===== src/hw/rtl/csvt_pkg.sv =====
// Shared types and constants of the CSV field tokenizer.
`default_nettype none

package csvt_pkg;

    // Character codes that the tokenizer reacts to.
    localparam logic [7:0] CH_QUOTE   = 8'h22;
    localparam logic [7:0] CH_BSL     = 8'h5C;
    localparam logic [7:0] CH_CR      = 8'h0D;
    localparam logic [7:0] CH_LF      = 8'h0A;
    localparam logic [7:0] CH_TAB     = 8'h09;
    localparam logic [7:0] CH_VT      = 8'h0B;
    localparam logic [7:0] CH_SP      = 8'h20;
    localparam logic [7:0] CH_LOWER_R = 8'h72;
    localparam logic [7:0] CH_LOWER_N = 8'h6E;
    localparam logic [7:0] CH_LOWER_T = 8'h74;

    // Reset value of the separator register (semicolon).
    localparam logic [7:0] SEP_RESET = 8'h3B;

    // Result buffer sizing: at most three results per byte, five candidate slots.
    localparam int MAX_RES   = 3;
    localparam int NUM_SLOTS = 5;
    localparam int CNT_W     = 2;

    // Configuration register indexes.
    typedef enum logic [0:0] {
        CFG_SEPARATOR   = 1'b0,
        CFG_SKIP_HEADER = 1'b1
    } t_cfg_idx;

    // Kind of one result.
    typedef enum logic [1:0] {
        KIND_DATA   = 2'd0,
        KIND_FIELD  = 2'd1,
        KIND_RECORD = 2'd2
    } t_kind;

    // Error code of one result.
    typedef enum logic [1:0] {
        ERR_NONE = 2'd0,
        ERR_JUNK = 2'd1,
        ERR_OPEN = 2'd2
    } t_err;

    // Parser position within a field.
    typedef enum logic [2:0] {
        MODE_REC   = 3'd0,
        MODE_FLD   = 3'd1,
        MODE_UNQ   = 3'd2,
        MODE_QUO   = 3'd3,
        MODE_QSEEN = 3'd4,
        MODE_AFTER = 3'd5
    } t_mode;

    // One result as it is buffered.
    typedef struct packed {
        t_kind      kind;
        logic [7:0] data;
        t_err       err;
    } t_res;

    // One candidate result of a byte, before header filtering.
    typedef struct packed {
        logic en;
        t_res res;
    } t_slot;

endpackage

`default_nettype wire


===== src/hw/rtl/csv_field_tokenizer_core.sv =====
// CSV field tokenizer: byte stream in, unescaped field bytes and field/record markers out.
`default_nettype none

// Each accepted byte is decoded in the cycle of its transfer and its zero to three
// results are written to a three-entry result buffer that drains one result per
// cycle on the master side while m_axis_tready is high. A byte is taken when the
// buffer is empty or its last result leaves in the same cycle, so bytes that give
// zero or one result stream at one byte per clock while the output is not stalled,
// and a byte that gives several results holds the input until its last result
// leaves, paced by the single output port. The first result of a byte appears in
// the cycle after its transfer. tlast on the output marks the last result of a
// byte; tlast on the input marks the last byte of a stream, after which the parser
// returns to its start state. Configuration writes are always ready and must be issued only while the block is idle.
module csv_field_tokenizer_core (
    input  wire logic        i_clk,
    input  wire logic        i_rst_n,
    // Input byte stream.
    input  wire logic        s_axis_tvalid,
    output logic             s_axis_tready,
    input  wire logic [7:0]  s_axis_tdata,   // [7:0] in_byte
    input  wire logic        s_axis_tlast,   // end_of_stream
    // Result stream.
    output logic             m_axis_tvalid,
    input  wire logic        m_axis_tready,
    output logic [15:0]      m_axis_tdata,   // [7:0] out_byte, [9:8] error_code, rest zero
    output logic [1:0]       m_axis_tuser,   // [1:0] item_kind
    output logic             m_axis_tlast,   // run_last
    // Configuration write channel.
    input  wire logic        i_cfg_valid,
    output logic             o_cfg_ready,
    input  wire csvt_pkg::t_cfg_idx i_cfg_index,
    input  wire logic [7:0]  i_cfg_data
);
    import csvt_pkg::*;

    // Configuration and parser state.
    logic [7:0]       r_sep;
    logic             r_skip;
    t_mode            r_mode, n_mode;
    logic             r_bp, n_bp;
    logic             r_cr, n_cr;
    logic             r_hdr, n_hdr;
    logic             r_fresh;

    // Result buffer.
    t_res             r_res [MAX_RES];
    t_res             n_res [MAX_RES];
    logic [CNT_W-1:0] r_cnt, n_cnt;
    logic [CNT_W-1:0] r_idx;

    // Byte decode.
    logic [7:0] w_b;
    logic       w_eos;
    logic       w_take, w_esc, w_esc_rnt, w_proc;
    logic       w_is_crlf, w_is_sep, w_is_ws, w_is_quote, w_is_bsl;
    t_mode      w_mode_t;
    logic       w_bp_t;
    t_slot      w_slot [NUM_SLOTS];
    logic       w_accept, w_pop, w_pop_last, w_cfg_wr;

    assign w_b        = s_axis_tdata;
    assign w_eos      = s_axis_tlast;
    assign w_take     = !(r_cr && (w_b == CH_LF));
    assign w_esc      = r_bp && w_take;
    assign w_esc_rnt  = w_esc && ((w_b == CH_LOWER_R) || (w_b == CH_LOWER_N)
                                  || (w_b == CH_LOWER_T));
    assign w_proc     = w_take && !w_esc_rnt;
    assign w_is_crlf  = (w_b == CH_CR) || (w_b == CH_LF);
    assign w_is_sep   = (w_b == r_sep);
    assign w_is_ws    = (w_b == CH_SP) || (w_b == CH_TAB) || (w_b == CH_VT);
    assign w_is_quote = (w_b == CH_QUOTE);
    assign w_is_bsl   = (w_b == CH_BSL);

    // Handshakes.
    assign w_pop         = m_axis_tvalid && m_axis_tready;
    assign w_pop_last    = w_pop && (r_idx == CNT_W'(r_cnt - 1'b1));
    assign s_axis_tready = (r_cnt == '0) || w_pop_last;
    assign w_accept      = s_axis_tvalid && s_axis_tready;
    assign o_cfg_ready   = 1'b1;
    assign w_cfg_wr      = i_cfg_valid && o_cfg_ready;

    // Next parser state for the byte on the input.
    always_comb begin
        w_mode_t = r_mode;
        w_bp_t   = w_esc ? 1'b0 : r_bp;
        n_cr     = 1'b0;
        if (w_proc) begin
            unique case (r_mode)
                MODE_UNQ: begin
                    if (w_is_crlf) begin
                        w_mode_t = MODE_REC;
                        n_cr     = (w_b == CH_CR);
                    end else if (w_is_sep) begin
                        w_mode_t = MODE_FLD;
                    end else if (w_is_bsl) begin
                        w_bp_t = 1'b1;
                    end
                end
                MODE_QUO: begin
                    if (w_is_quote) begin
                        w_mode_t = MODE_QSEEN;
                    end else if (w_is_bsl) begin
                        w_bp_t = 1'b1;
                    end
                end
                MODE_QSEEN, MODE_AFTER: begin
                    if ((r_mode == MODE_QSEEN) && w_is_quote) begin
                        w_mode_t = MODE_QUO;
                    end else if (w_is_crlf) begin
                        w_mode_t = MODE_REC;
                        n_cr     = (w_b == CH_CR);
                    end else if (w_is_sep) begin
                        w_mode_t = MODE_FLD;
                    end else if (w_is_ws) begin
                        w_mode_t = MODE_AFTER;
                    end else if (w_is_quote) begin
                        w_mode_t = MODE_QUO;
                    end else begin
                        // Stray byte opens a new unquoted field.
                        w_mode_t = MODE_UNQ;
                        w_bp_t   = w_is_bsl;
                    end
                end
                default: begin
                    // Start of a field.
                    if (w_is_quote) begin
                        w_mode_t = MODE_QUO;
                    end else if (w_is_crlf) begin
                        w_mode_t = MODE_REC;
                        n_cr     = (w_b == CH_CR);
                    end else if (w_is_sep) begin
                        w_mode_t = MODE_FLD;
                    end else begin
                        w_mode_t = MODE_UNQ;
                        w_bp_t   = w_is_bsl;
                    end
                end
            endcase
        end
        // The end of a stream returns the parser to its start.
        n_mode = w_eos ? MODE_REC : w_mode_t;
        n_bp   = w_eos ? 1'b0 : w_bp_t;
        if (w_eos) begin
            n_cr = 1'b0;
        end
    end

    // Candidate results of the byte, in output order.
    always_comb begin
        for (int i = 0; i < NUM_SLOTS; i++) begin
            w_slot[i] = '0;
        end
        // Escape pair or a flushed lone backslash.
        if (w_esc) begin
            w_slot[0].en       = 1'b1;
            w_slot[0].res.kind = KIND_DATA;
            if (w_b == CH_LOWER_R) begin
                w_slot[0].res.data = CH_CR;
            end else if (w_b == CH_LOWER_N) begin
                w_slot[0].res.data = CH_LF;
            end else if (w_b == CH_LOWER_T) begin
                w_slot[0].res.data = CH_TAB;
            end else begin
                w_slot[0].res.data = CH_BSL;
            end
        end
        // Byte handling in the current field mode.
        if (w_proc) begin
            unique case (r_mode)
                MODE_UNQ: begin
                    if (w_is_crlf) begin
                        w_slot[1].en       = 1'b1;
                        w_slot[1].res.kind = KIND_RECORD;
                    end else if (w_is_sep) begin
                        w_slot[1].en       = 1'b1;
                        w_slot[1].res.kind = KIND_FIELD;
                    end else if (!w_is_bsl) begin
                        w_slot[1].en       = 1'b1;
                        w_slot[1].res.data = w_b;
                    end
                end
                MODE_QUO: begin
                    if (!w_is_quote && !w_is_bsl) begin
                        w_slot[1].en       = 1'b1;
                        w_slot[1].res.data = w_b;
                    end
                end
                MODE_QSEEN, MODE_AFTER: begin
                    if ((r_mode == MODE_QSEEN) && w_is_quote) begin
                        // Doubled quote inside a quoted field.
                        w_slot[1].en       = 1'b1;
                        w_slot[1].res.data = CH_QUOTE;
                    end else if (w_is_crlf) begin
                        w_slot[1].en       = 1'b1;
                        w_slot[1].res.kind = KIND_RECORD;
                    end else if (w_is_sep) begin
                        w_slot[1].en       = 1'b1;
                        w_slot[1].res.kind = KIND_FIELD;
                    end else if (!w_is_ws) begin
                        // Stray byte: close the field with an error, then start anew.
                        w_slot[1].en       = 1'b1;
                        w_slot[1].res.kind = KIND_FIELD;
                        w_slot[1].res.err  = ERR_JUNK;
                        if (!w_is_quote && !w_is_bsl) begin
                            w_slot[2].en       = 1'b1;
                            w_slot[2].res.data = w_b;
                        end
                    end
                end
                default: begin
                    // A leading quote opens a quoted field even when it is the separator.
                    if (!w_is_quote) begin
                        if (w_is_crlf) begin
                            w_slot[1].en       = 1'b1;
                            w_slot[1].res.kind = KIND_RECORD;
                        end else if (w_is_sep) begin
                            w_slot[1].en       = 1'b1;
                            w_slot[1].res.kind = KIND_FIELD;
                        end else if (!w_is_bsl) begin
                            w_slot[1].en       = 1'b1;
                            w_slot[1].res.data = w_b;
                        end
                    end
                end
            endcase
        end
        // End of stream: flush a pending backslash and close an open record.
        if (w_eos && w_bp_t) begin
            w_slot[3].en       = 1'b1;
            w_slot[3].res.data = CH_BSL;
        end
        if (w_eos && (w_mode_t != MODE_REC)) begin
            w_slot[4].en       = 1'b1;
            w_slot[4].res.kind = KIND_RECORD;
            w_slot[4].res.err  = (w_mode_t == MODE_QUO) ? ERR_OPEN : ERR_NONE;
        end
    end

    // Header suppression and packing of the kept results into the buffer.
    always_comb begin
        logic hdr;
        hdr   = r_hdr;
        n_cnt = '0;
        for (int j = 0; j < MAX_RES; j++) begin
            n_res[j] = '0;
        end
        for (int i = 0; i < NUM_SLOTS; i++) begin
            if (w_slot[i].en) begin
                if (hdr) begin
                    if (w_slot[i].res.kind == KIND_RECORD) begin
                        hdr = 1'b0;
                    end
                end else if (n_cnt != CNT_W'(MAX_RES)) begin
                    n_res[n_cnt] = w_slot[i].res;
                    n_cnt        = n_cnt + 1'b1;
                end
            end
        end
        n_hdr = w_eos ? r_skip : hdr;
    end

    // Parser state and configuration registers.
    always_ff @(posedge i_clk) begin
        if (!i_rst_n) begin
            r_sep   <= SEP_RESET;
            r_skip  <= 1'b1;
            r_mode  <= MODE_REC;
            r_bp    <= 1'b0;
            r_cr    <= 1'b0;
            r_hdr   <= 1'b1;
            r_fresh <= 1'b1;
        end else if (w_accept) begin
            r_mode  <= n_mode;
            r_bp    <= n_bp;
            r_cr    <= n_cr;
            r_hdr   <= n_hdr;
            r_fresh <= w_eos;
        end else if (w_cfg_wr) begin
            unique case (i_cfg_index)
                CFG_SEPARATOR: begin
                    r_sep <= i_cfg_data;
                end
                CFG_SKIP_HEADER: begin
                    r_skip <= i_cfg_data[0];
                    if (r_fresh) begin
                        r_hdr <= i_cfg_data[0];
                    end
                end
                default: begin
                    r_sep <= r_sep;
                end
            endcase
        end
    end

    // Result buffer control.
    always_ff @(posedge i_clk) begin
        if (!i_rst_n) begin
            r_cnt <= '0;
            r_idx <= '0;
        end else if (w_accept) begin
            r_cnt <= n_cnt;
            r_idx <= '0;
        end else if (w_pop_last) begin
            r_cnt <= '0;
            r_idx <= '0;
        end else if (w_pop) begin
            r_idx <= r_idx + 1'b1;
        end
    end

    // Result buffer payload.
    always_ff @(posedge i_clk) begin
        if (w_accept) begin
            for (int j = 0; j < MAX_RES; j++) begin
                r_res[j] <= n_res[j];
            end
        end
    end

    // Output side.
    assign m_axis_tvalid = (r_cnt != '0);
    assign m_axis_tdata  = {6'd0, r_res[r_idx].err, r_res[r_idx].data};
    assign m_axis_tuser  = r_res[r_idx].kind;
    assign m_axis_tlast  = (r_idx == CNT_W'(r_cnt - 1'b1));

    // The read position always lies inside the filled part of the buffer.
    a_idx_in_range: assert property (@(posedge i_clk) disable iff (!i_rst_n)
        m_axis_tvalid |-> (r_idx < r_cnt))
        else $error("result index outside buffer fill");

    // A new byte is taken over a non-empty buffer only as its last result leaves.
    a_no_overwrite: assert property (@(posedge i_clk) disable iff (!i_rst_n)
        (s_axis_tvalid && s_axis_tready && (r_cnt != '0)) |-> w_pop_last)
        else $error("byte taken while results were still pending");

    // After a non-final result of a byte another one follows at once.
    a_run_continues: assert property (@(posedge i_clk) disable iff (!i_rst_n)
        (m_axis_tvalid && m_axis_tready && !m_axis_tlast) |=> m_axis_tvalid)
        else $error("run of results broken before its last result");

    // Markers carry a zero byte, and errors appear only on markers.
    a_marker_payload: assert property (@(posedge i_clk) disable iff (!i_rst_n)
        (m_axis_tvalid && (m_axis_tuser != KIND_DATA)) |-> (m_axis_tdata[7:0] == 8'd0))
        else $error("marker result carries a data byte");

    a_error_on_marker: assert property (@(posedge i_clk) disable iff (!i_rst_n)
        (m_axis_tvalid && (m_axis_tdata[9:8] != ERR_NONE)) |-> (m_axis_tuser != KIND_DATA))
        else $error("error code on a data result");

endmodule

`default_nettype wire


===== config.mk =====
export PLATFORM = sky130hd
export DESIGN_NAME = csv_field_tokenizer_core
export DESIGN_NICKNAME = d
export VERILOG_FILES = /design/src/hw/rtl/csvt_pkg.sv /design/src/hw/rtl/csv_field_tokenizer_core.sv
export SDC_FILE = /design/constraint.sdc
export NUM_CORES = 1
export LEC_CHECK = 0
export BUFFER_PORTS_ARGS = -buffer_cell sky130_fd_sc_hd__buf_2
export CORE_MARGIN = 2
export CORE_UTILIZATION = 60
export DETAILED_ROUTE_END_ITERATION = 8
export GPL_TIMING_DRIVEN = 0
export PLACE_DENSITY = 0.82
export SYNTH_ARGS = -nofsm -noshare
export SYNTH_HDL_FRONTEND = slang
export SYNTH_SLANG_ARGS = --single-unit

===== constraint.sdc =====
create_clock -name i_clk -period 6.9 [get_ports i_clk]
set_input_delay 0.345 -clock i_clk [delete_from_list [all_inputs] [get_ports i_clk]]
set_output_delay 0.345 -clock i_clk [all_outputs]
set_load 0.05 [all_outputs]

==> results of run 1 <==
==> sequential cells by signal (all words and copies together), names as in the netlist, named ones only <==
register  cells
r_skip        1
r_idx         2
r_fresh       1
r_mode        3
r_cr          1
r_res        34
r_cnt         2
r_sep         8
r_hdr         1
r_bp          1
==> cell usage after synthesis (all sizes together) (7+ instances only) <==
master	number
mux2i	16
nor2b	8
nor2	28
dfxtp	22
inv	14
nand3	18
nor4	7
xor2	11
edfxtp	34
nor3	9
nand2	68
nand4	8
a21o	7
buf	23
and2	8
o21ai	23
clkbuf	11
a21oi	20
==> metrics by stage <==
step	instances	hold slack (ns)	worst slack [ns]
2_1_floorplan	418	0.445	3.27
3_3_place_gp	525	0.465	3.64
3_5_place_dp	525	0.473	3.42
4_1_cts	533	0.236	3.38
5_1_grt	533	0.251	3.44
6_report	533	0.239	3.91
==> placed cells by master, fill, tap and decap left out, types with 4 or more instances in the layout <==
master,instances
and3b_1,4
mux2i_1,15
a21oi_1,15
o21ai_0,21
clkbuf_8,5
and2_1,7
nor3b_1,4
a21o_1,7
nor3_1,6
xnor2_1,4
edfxtp_1,34
a21boi_0,5
nand3_1,16
clkbuf_1,12
buf_4,11
a31oi_1,4
inv_1,13
nor2_1,28
nand4_1,5
a21oi_2,5
buf_6,6
nand2_1,68
nor2b_1,8
conb_1,7
dfxtp_1,22
xor2_1,10
buf_2,36
nor4_1,5
o22ai_1,6
==> area by class of cell <==
| class | instances | area (sq um) |
|---|---|---|
| Buffer | 34 | 219 |
| Multi-Input combinational cell | 312 | 2040 |
| Tap cell | 75 | 93.8 |
| Clock inverter | 2 | 16.3 |
| Fill cell | 501 | 1870 |
| Clock buffer | 6 | 72.6 |
| Timing Repair Buffer | 32 | 160 |
| Inverter | 16 | 60.1 |
| Sequential cell | 56 | 1460 |
==> cells by family (layout without fill, tap and decap cells) <==
group | after synthesis | in the layout
xor+xnor | 15 | 15
flops | 56 | 56
simple gates | 178 | 178
fa+ha+maj | 1 | 1
mux | 16 | 16
buf+inv | 50 | 90
compound gates | 95 | 95
other cells | 2 | 7
==> worst max path at each step <==
| stage | endpoint | cells past startpoint | start |
|---|---|---|---|
| final | r_sep[7]$_SDFFE_PN0P_ | 11 | r_cnt[0]$_SDFFE_PN0P_ |
| after global placement | r_sep[7]$_SDFFE_PN0P_ | 11 | r_cnt[0]$_SDFFE_PN0P_ |
| after CTS | r_sep[7]$_SDFFE_PN0P_ | 11 | r_cnt[0]$_SDFFE_PN0P_ |
| after detailed placement | r_sep[7]$_SDFFE_PN0P_ | 11 | r_cnt[0]$_SDFFE_PN0P_ |
| after floorplan | r_sep[0]$_SDFFE_PN1P_ | 11 | r_cnt[0]$_SDFFE_PN0P_ |
| after global routing | r_sep[7]$_SDFFE_PN0P_ | 11 | r_cnt[0]$_SDFFE_PN0P_ |
==> metal layers <==
metal / global-route usage, % / vias up / wire length, um
met3: 3.78 / 14 / 515
met5: 0 / - / 0
met4: 6.56 / 0 / 123
met2: 44.9 / 116 / 4380
li1: - / 1565 / -
met1: 34.8 / 1502 / 3800
==> critical path: stages, from the launching register on <==
cell      delay [ns]
dfxtp_1         0.37
inv_1           0.07
ha_1            0.30
xnor2_1         0.14
nor2_1          0.07
a21oi_1         0.18
inv_1           0.07
nand2_1         0.24
inv_2           0.38
nor3b_1         0.76
nand2_1         0.11
a21boi_0        0.18
==> report_power, final <==
group / internal [mW] / switching [mW] / total, mW
logic: 0.0379 / 0.0822 / 0.120
clock network: 0.0725 / 0.111 / 0.184
registers: 0.368 / 0.00556 / 0.374
total: 0.478 / 0.199 / 0.677
==> flow_summary.yaml, run 1 <==
detailed_routing:
  firstDrtPassIters: 5
  vias: 3197
  post_drt_wl_per_cell_um: 16.6
  wl_um: 8820
  drt_iter0_drc: 298
  via_per_inst: 6.00
  ant_nets: 0
  drc: 0
clock_tree:
  clock_sinks: 56
  worstSkewPairLatency_ns: 0.32
  htreeDepth: 2
  cts_setup_buffers: 0
  path_clk_slew_ns: 0.11
  cts_hold_buf: 0
  cts-root-buf: "clkbuf_8"
  clock_path_buffers: 2
  cts_resized: 0
  cts_tree: "yes"
  cts_buffers: 5
synth:
  synthArstFlopShare_pct: 0
  synth_edf_count: 34
  ys.flop_type: "edfxtp_1"
  mappedNetlistArea_sq_um: 3760
  synth_mux_area_share_pct: 4.59
  synth_xor_area_share_pct: 3.69
  synth_fa_ha_area_share_pct: 0.333
  synth_area_leaders: "edfxtp_1, dfxtp_1, nand2_1"
  synth_compound_area_share_pct: 18.3
  postSynthAreaPerCell_sq_um: 9.11
  synth_top_family_by_area: "simple AND/OR/NAND/NOR gates"
  yosysSeqAreaShare_pct: 38.8
  ys_warn_count: 0
  ys_ff_latch: 56
  yosys.area_share.simple_pct: 26.7
  synth_top_area_share_pct: 27.1
  syn_inst: 413
  yosysUniqueCellTypes: 74
  yosys.area.top_type: "edfxtp_1"
setup_path:
  required_ns: 7.14
  rr_startpoint: "r_cnt[0]$_SDFFE_PN0P_"
  worstSetupPathType: "reg2reg"
  worst_r2r_endpoint: "r_sep[7]$_SDFFE_PN0P_"
  rr_worst_depth: 11
  rrSetupSlack_ns: 3.91
  cp-end-kind: "register"
  cp_max_fo: 38
  worstPathArrival_ns: 3.23
  start_kind: "register"
timing:
  relSlewSlack_pct: 45.5
  skew_ns: 0.0162
  max_freq_mhz: 334
  fin_crit_ns: 2.99
  hold_viol: 0
  rsz0062_at_grt: "false"
  worstMarginPinSlew_ns: 0.816
  setup_viol: 0
  period_share_pct: 43.4
  fin_tns_setup_ns: 0
  drv_slew: 0
power_and_ir_drop:
  max-vdd-ir-drop_mv: 0.0929
  leakage_nw: 1.65
  power-per-cell-area_nw_per_um2: 164
  p_total_uw: 677
cells_and_area:
  fin_util_pct: 68.8
  num-nets-final: 481
  num_antenna_cells: 0
  drive_above_1_share_pct: 19.7
  fin_area_sq_um: 4120
  synthToLayoutAreaGrowth_pct: 9.61
global_route:
  grt_pass1_wl_um: 14900
  grt_overflow_total: 0
  grt_max_degree: 39
  grt_pass1_vias: 3018
  grt_usage_pct: 26.1
  antenna_found_initial: 0
floorplan:
  die_y_um: 83.2
  core_sq_um: 5990
  io_pins: 45
  die_area_sq_um: 6920
  initial_utilization_pct: 62.8
  rows: 28
  die_w_um: 83.2
hold_path:
  min_from: "i_cfg_data[5]"
  whs_path_depth: 3
  min_path_type: "in2reg"
  holdPathEnd: "r_sep[5]$_SDFFE_PN1P_"
placed_design:
  placed_area_sq_um: 4040
  numPortBuffers: 32
  dp_hpwl_um: 6690
  globalplace.congestion: 0.889
outcome:
  status: "completed"
run:
  drv_cap: 0
Note: power is estimated with default switching activity, not from simulation.
==> inputs of run 2 (changes only) <==
CORE_UTILIZATION = 53   (was 60)
PLACE_DENSITY = 0.77   (was 0.82)
clock period = 2.5 ns   (was 6.9 ns; I/O delays follow)
==> flow_summary.yaml, run 2 (synthesized netlist as in run 1, its figures left out) <==
outcome:
  status: "finished, violations left"
  violations: "setup timing"
timing:
  worstMarginPinSlew_ns: 0.722
  relSlewSlack_pct: 51.8
  setup_viol: 4
  hold_viol: 0
  fin_crit_ns: 2.61
  period_share_pct: 105
  skew_ns: 0.00974
  rsz0062_at_grt: "true"
  setup_ws_ns: -0.115
  max_freq_mhz: 382
  drv_slew: 0
cells_and_area:
  layout_commonest_cell: "nand2_1"
  top_regs: "r_res x34, r_sep x8, r_mode x3"
  drive_above_1_share_pct: 35.7
  top_register: "r_res"
  largest_reg_flops: 34
  synthToLayoutAreaGrowth_pct: 25.7
  fin_cells: 580
  num-nets-final: 507
  num_antenna_cells: 0
  layout_common_cells: "nand2_1, buf_2, buf_4, edfxtp_1, nor2_1"
setup_path:
  worstSetupPathType: "reg2reg"
  crit_family: "compound AO/OA/AOI/OAI gates"
  crit_chain: "xor2_2 -> nor4_4 -> buf_4 -> a221oi_2 -> a21oi_2 -> nand4_4 -> a21bo_4 -> mux2i_4 -> and3b_1 -> o21bai_1"
  rr_worst_depth: 10
  cp_slowest_cell: "dfxtp_2"
  worstPathArrival_ns: 2.70
  worstSetupStartpoint: "r_sep[3]$_SDFFE_PN1P_"
  critPathMaxStageDelay_ns: 0.35
  worst_r2r_endpoint: "r_res[1][11]$_DFFE_PP_"
  cp-end-kind: "register"
  start_kind: "register"
  required_ns: 2.59
  cp_max_fo: 4
  rr_startpoint: "r_sep[3]$_SDFFE_PN1P_"
  rrSetupSlack_ns: -0.11
  worst-path-buf-inv: 1
clock_tree:
  cts_buffers: 5
  clock_sinks: 56
  cts_hold_buf: 0
  clock_path_buffers: 2
  cts-root-buf: "clkbuf_8"
  path_clk_slew_ns: 0.11
  cts_tree: "yes"
  htreeDepth: 2
  worstSkewPairLatency_ns: 0.32
placed_design:
  dp_hpwl_um: 6640
  globalplace.congestion: 0.933
  dp_slack_ns: -0.387
  dp.cells: 546
  numPortBuffers: 32
global_route:
  grt_max_degree: 20
  antenna_found_initial: 0
  met3_usage_pct: 4.38
  grt_overflow_total: 0
  grt_usage_pct: 25.1
  grt_pass1_wl_um: 15200
  top_usage_layer: "met2"
  grt_pass1_vias: 3058
  grt_use_met2_pct: 42.4
  grtUsageMet1_pct: 33.2
detailed_routing:
  ant_nets: 0
  post_drt_wl_per_cell_um: 17.0
  drt_iter0_drc: 359
  firstDrtPassIters: 5
  wl_um: 9860
  via_per_inst: 5.80
  drc: 0
  vias: 3364
floorplan:
  io_pins: 45
  rows: 30
  die_w_um: 88.3
  initial_utilization_pct: 55.1
  die_y_um: 88.3
  die_area_sq_um: 7790
  core_sq_um: 6830
hold_path:
  holdPathEnd: "r_sep[1]$_SDFFE_PN1P_"
  min_path_type: "in2reg"
  min_from: "i_cfg_data[1]"
  whs_path_depth: 3
power_and_ir_drop:
  leakage_nw: 1.85
  max-vdd-ir-drop_mv: 0.260
  power-per-cell-area_nw_per_um2: 408
  p_total_mw: 1.93
run:
  drv_cap: 0
==> run 2: worst max-delay path by stage <==
stage | depth (start not counted) | slack, ns | endpoint
5_1_grt | 10 | -0.16 | r_res[1][11]$_DFFE_PP_
6_report | 10 | -0.11 | r_res[1][11]$_DFFE_PP_
3_5_place_dp | 12 | -0.39 | r_res[1][11]$_DFFE_PP_
3_3_place_gp | 12 | -0.39 | r_res[1][11]$_DFFE_PP_
4_1_cts | 11 | -0.15 | r_res[1][11]$_DFFE_PP_
2_1_floorplan | 10 | -0.05 | r_res[1][11]$_DFFE_PP_
==> run 2: metal layers <==
layer	vias up	wire length, um	part of all wire [%]
li1	1603	-	-
met3	29	614	6.2
met5	-	0	0
met4	0	284	2.9
met1	1580	4190	42
met2	152	4770	48
==> run 2: layout make-up <==
| cell class | count | area (sq um) |
|---|---|---|
| repair inverters | 1 | 7.51 |
| clock buffers | 6 | 72.6 |
| flip-flops and latches | 56 | 1470 |
| plain buffers | 31 | 208 |
| clock inverters | 2 | 16.3 |
| fillers | 554 | 2100 |
| multi-input cells | 312 | 2380 |
| repair buffers | 60 | 382 |
| inverters | 16 | 71.3 |
| well taps | 96 | 120 |
==> run 2: repair_timing <==
action,CTS,global route
pin swaps,16,17
setup buffers,17,11
resized for setup,23,44
cloned,1,0
endpoints found under the setup margin,35,46
==> run 2: power breakdown <==
group	internal [mW]	switching, mW	total (mW)
combinational	0.134	0.254	0.389
clock	0.200	0.308	0.508
sequential	1.02	0.0171	1.03
==> run 2: per-stage QoR <==
stage	instance area, sq um	TNS, ns	util [%]	hold slack, ns
after global routing	4730	-0.739	69.2	0.0287
after detailed placement	4120	-4.68	60.3	0.339
after floorplan	3840	-0.0606	-	0.249
after CTS	4440	-1.11	65.0	0.0180
after global placement	4120	-3.87	60.3	0.333
final	4730	-0.145	69.2	0.0133
==> run 2: worst min-delay path: cells and delay by family <==
| kind | cells | cell delay [ns] |
|---|---|---|
| AND/OR/NAND/NOR | 2 | 0.11 |
| buffers and inverters | 1 | 0.07 |
